[config.mk]
export PLATFORM = sky130hd
export DESIGN_NAME = cnsw_div
export DESIGN_NICKNAME = d
export VERILOG_FILES = /design/src/sv/cnsw_div.sv
export SDC_FILE = /design/constraint.sdc
export NUM_CORES = 2
export LEC_CHECK = 0
export ABC_AREA = 1
export BUFFER_PORTS_ARGS = -buffer_cell sky130_fd_sc_hd__buf_2
export CAP_MARGIN = 20
export CORE_MARGIN = 10
export CORE_UTILIZATION = 30
export DETAILED_ROUTE_END_ITERATION = 8
export PLACE_DENSITY = 0.48
export SLEW_MARGIN = 0
export SYNTH_ARGS = -nofsm -noshare
export SYNTH_HDL_FRONTEND = slang
export SYNTH_SLANG_ARGS = --single-unit
export TNS_END_PERCENT = 10
[constraint.sdc]
create_clock -name clk -period 2.2 [get_ports clk]
set_input_delay 0.11 -clock clk [delete_from_list [all_inputs] [get_ports clk]]
set_output_delay 0.11 -clock clk [all_outputs]
set_load 0.01 [all_outputs]
[src/sv/cnsw_div.sv]
`timescale 1ns / 1ps
// ----------------------------------------------------------------------------
// cnsw_div
// pipelined restoring divider, one quotient bit per stage
// ----------------------------------------------------------------------------
module cnsw_div #(
  parameter int DW = 32,
  parameter int QW = 17,
  parameter int SW = 1
) (
  input  logic          clk,
  input  logic          en,
  input  logic [DW-1:0] rem_i,
  input  logic [QW-1:0] low_i,
  input  logic [DW-1:0] dvs_i,
  input  logic [SW-1:0] side_i,
  output logic [QW-1:0] quo_o,
  output logic [SW-1:0] side_o
);

  logic [DW-1:0] rem_r  [QW];
  logic [QW-1:0] quo_r  [QW];
  logic [QW-1:0] low_r  [QW];
  logic [DW-1:0] dvs_r  [QW];
  logic [SW-1:0] side_r [QW];

  for (genvar k = 0; k < QW; k++) begin : g_stage
    logic [DW-1:0] rem_in;
    logic [QW-1:0] quo_in;
    logic [QW-1:0] low_in;
    logic [DW-1:0] dvs_in;
    logic [SW-1:0] side_in;
    logic [DW:0]   tr;
    logic [DW:0]   sub;
    logic          ge;

    if (k == 0) begin : g_first
      assign rem_in  = rem_i;
      assign quo_in  = '0;
      assign low_in  = low_i;
      assign dvs_in  = dvs_i;
      assign side_in = side_i;
    end else begin : g_next
      assign rem_in  = rem_r[k-1];
      assign quo_in  = quo_r[k-1];
      assign low_in  = low_r[k-1];
      assign dvs_in  = dvs_r[k-1];
      assign side_in = side_r[k-1];
    end

    assign tr  = {rem_in, low_in[QW-1]};
    assign ge  = tr >= {1'b0, dvs_in};
    assign sub = tr - {1'b0, dvs_in};

    always_ff @(posedge clk) begin
      if (en) begin
        rem_r[k]  <= ge ? sub[DW-1:0] : tr[DW-1:0];
        quo_r[k]  <= {quo_in[QW-2:0], ge};
        low_r[k]  <= {low_in[QW-2:0], 1'b0};
        dvs_r[k]  <= dvs_in;
        side_r[k] <= side_in;
      end
    end
  end

  assign quo_o  = quo_r[QW-1];
  assign side_o = side_r[QW-1];

endmodule

==> qor.csv <==
metric;value;unit
grtUsageMet3;1.77;%
finalSetupViolCount;445;
start_kind;flip-flop;
critPathMaxStageDelay;0.50;ns
drc;0;
hold_class;input port to flip-flop;
clock.fmax;415;MHz
grt_pass1_wl;503;mm
cts_tree;built;
numPortBuffers;101;
fin_nets;16000;
clock_sinks;1330;
clockRootBuffer;clkbuf_16;
stdcell_area;0.136;sq mm
drtIter0Drc;5227;
cts_inserted_buffers;170;
p_int;0.108;W
syn_inst;11900;
grt_use_met1;24.7;%
slew_viol_final;0;
crit_chain;ha_4 > nand2_4 > nor3_4 > nand2_2 > nor3_2 > buf_4 > nand2_8 > buf_8 > buf_8 > nand3_2 > nand2_2;
wl_per_cell;17.9;microns
clkTransAtPathRegs;0.06;ns
first_pass_iters;6;
switching_share;42.7;%
design.core.area;0.300;sq mm
cp.arrival;3.01;ns
grtUsageTotal;20.1;%
worstHoldStart;low_i[4];
maxCapViolations;0;
fin_ws;-0.212;ns
syn_area;0.0905;sq mm
rsz0062_at_grt;true;
r2r-start;rem_r[0][348];
grt_pass1_vias;83600;
synth_cell_types;38;
cp_data_required_time;2.80;ns
finClkSkew;0.0801;ns
antenna_found_initial;6;
clockBufferDepth;4;
io_pins;102;
post_dp_cell_area;0.116;sq mm
utilization;45.4;%
grt_use_met2;36.2;%
path_max_fanout;6;
htree_levels;4;
die_w;569;microns
area_delta_synth_final;50.6;%
power_density;1380;mW/mm^2
async_reset_ff_share;0;%
ir_drop;0.000666;V
mostFrequentLayoutCells;nand2_1 (4078), buf_4 (2942), inv_1 (2294);
synth_edf_count;1330;
dieArea;0.324;sq mm
ys_seq_elements;1330;
violations;negative setup slack;
status;finished with violations;
vias;86300;
grt-busiest-layer;met2;
seq_power_share;23.0;%
netSwitchingPower;0.0804;W
grt-ovfl-total;0;
synthFlopType;edfxtp_1;
period_share;110;%
dp_hpwl;274;mm
post-route-min-period;2.41;ns
ant_nets;0;
end_kind;flip-flop;
initial_utilization;30.2;%
reg2reg_slack;-0.21;ns
wirelength;347;mm
routabilityCongestion;0.931;
setup.worst_path.start;rem_r[0][348];
syn_nets;12600;
drive_gt1_share;33.9;%
slew_headroom;50.4;%
layout_commonest_cell;nand2_1;
chipHeight;569;microns
pwr-share-comb;62.3;%
grt_max_degree;105;
finalHoldViolCount;0;
syn-mean-instance-area;7.59;sq um
final.fill_count;29800;
worstMarginPinSlew;0.743;ns
synth_seq_area_share;44.1;%
insertion_delay;0.89;ns
vias_per_cell;4.44;
synth_warnings;0;
crit_slowest_cell;edfxtp_1;
crit_type;flip-flop to flip-flop;
fp-row-count;201;
p_leak;68.6;nW
power_frac_clock;14.8;%
cell type report:
class	instances	area, sq um	area share (%)
well taps	3958	4950	3.63
multi-input cells	7975	49200	36.1
clock buffers	193	4380	3.22
clock inverters	112	1070	0.784
flip-flops and latches	1330	39900	29.3
repair buffers	3358	27300	20.1
inverters	2487	9350	6.86
diodes	7	17.5	0.0129
cells in the mapped netlist (20+ instances only):
library cell | n | area share, %
a21oi_1 | 322 | 1.8
buf_6 | 43 | 0.54
nand2_1 | 4553 | 19
nand3_1 | 931 | 5.1
and2_1 | 81 | 0.56
nand4_1 | 51 | 0.35
nor2_1 | 649 | 2.7
xnor2_1 | 21 | 0.20
o21bai_1 | 20 | 0.17
nor2_2 | 51 | 0.35
o21ai_0 | 34 | 0.19
buf_2 | 91 | 0.50
nand3b_1 | 128 | 1.1
nand2_2 | 50 | 0.35
nand2_4 | 24 | 0.30
nand3_2 | 89 | 0.98
inv_1 | 2472 | 10
nor3_1 | 125 | 0.69
ha_1 | 544 | 7.5
edfxtp_1 | 1330 | 44
xor2_1 | 206 | 2.0
power groups by stage:
| stage | combinational [W] | clock [W] | sequential (W) |
|---|---|---|---|
| 3_3_place_gp | 0.0971 | 0 | 0.0427 |
| 5_1_grt | 0.128 | 0.0297 | 0.0436 |
| 2_1_floorplan | 0.0499 | 0 | 0.0393 |
| 3_5_place_dp | 0.0972 | 0 | 0.0427 |
| 6_report | 0.117 | 0.0278 | 0.0432 |
| 4_1_cts | 0.106 | 0.0287 | 0.0426 |
final timing paths:
path,cells past startpoint,endpoint
max,11,rem_r[0][355]
min,2,low_r[0][4]
max reg2reg,11,rem_r[0][355]
min reg2reg,0,low_r[0][39]
cell families (layout without fill, tap and decap cells):
family / after synthesis / in the layout / synth area share [%]
AO/OA/AOI/OAI: 388 / 388 / 2.22
XOR/XNOR: 227 / 227 / 2.20
adder cells (fa/ha/maj): 560 / 560 / 7.88
buffers and inverters: 2632 / 6150 / 11.5
flip-flops: 1330 / 1330 / 44.1
other: 0 / 7 / 0
AND/OR/NAND/NOR: 6785 / 6800 / 32.1
metal layers:
| metal | vias to the layer above | part of all wire [%] | wire [microns] |
|---|---|---|---|
| met5 | - | 0 | 0 |
| met4 | 0 | 4.7 | 16300 |
| met3 | 560 | 3.6 | 12600 |
| met2 | 1740 | 50 | 172000 |
| met1 | 39800 | 42 | 146000 |
| li1 | 44200 | - | - |
what timing repair did:
action,in CTS,in global routing
pin swaps,182,304
gates cloned,20,25
buffers inserted,212,242
setup endpoints to repair,493,495
gates resized for setup,752,1118
hold buffers,107,0
hold endpoints to repair,343,0
critical path, delay by kind of cell (launching register included):
kind          cells  cell delay [ns]
flops             1             0.50
fa+ha+maj         1             0.34
buf+inv           3             0.46
simple gates      7             0.84
through the flow:
| stage | power, W | cells | hold WS, ns | setup WS, ns | TNS (ns) |
|---|---|---|---|---|---|
| global placement | 0.140 | 18500 | 0.289 | -0.453 | -124.61 |
| floorplan | 0.0892 | 11900 | 0.209 | 0.209 | 0 |
| detailed placement | 0.140 | 18500 | 0.288 | -0.416 | -119.75 |
| finish | 0.188 | 19400 | 0.0639 | -0.212 | -43.75 |
| CTS | 0.177 | 19200 | 0.00187 | -0.239 | -61.21 |
| global route | 0.201 | 19400 | 0.0465 | -0.282 | -90.23 |
registers in the layout (all words and copies together) (netlist names):
register,flops
dvs_r,512
side_r,17
rem_r,512
quo_r,153
low_r,136
No activity file was read; power rests on OpenSTA's default activity.
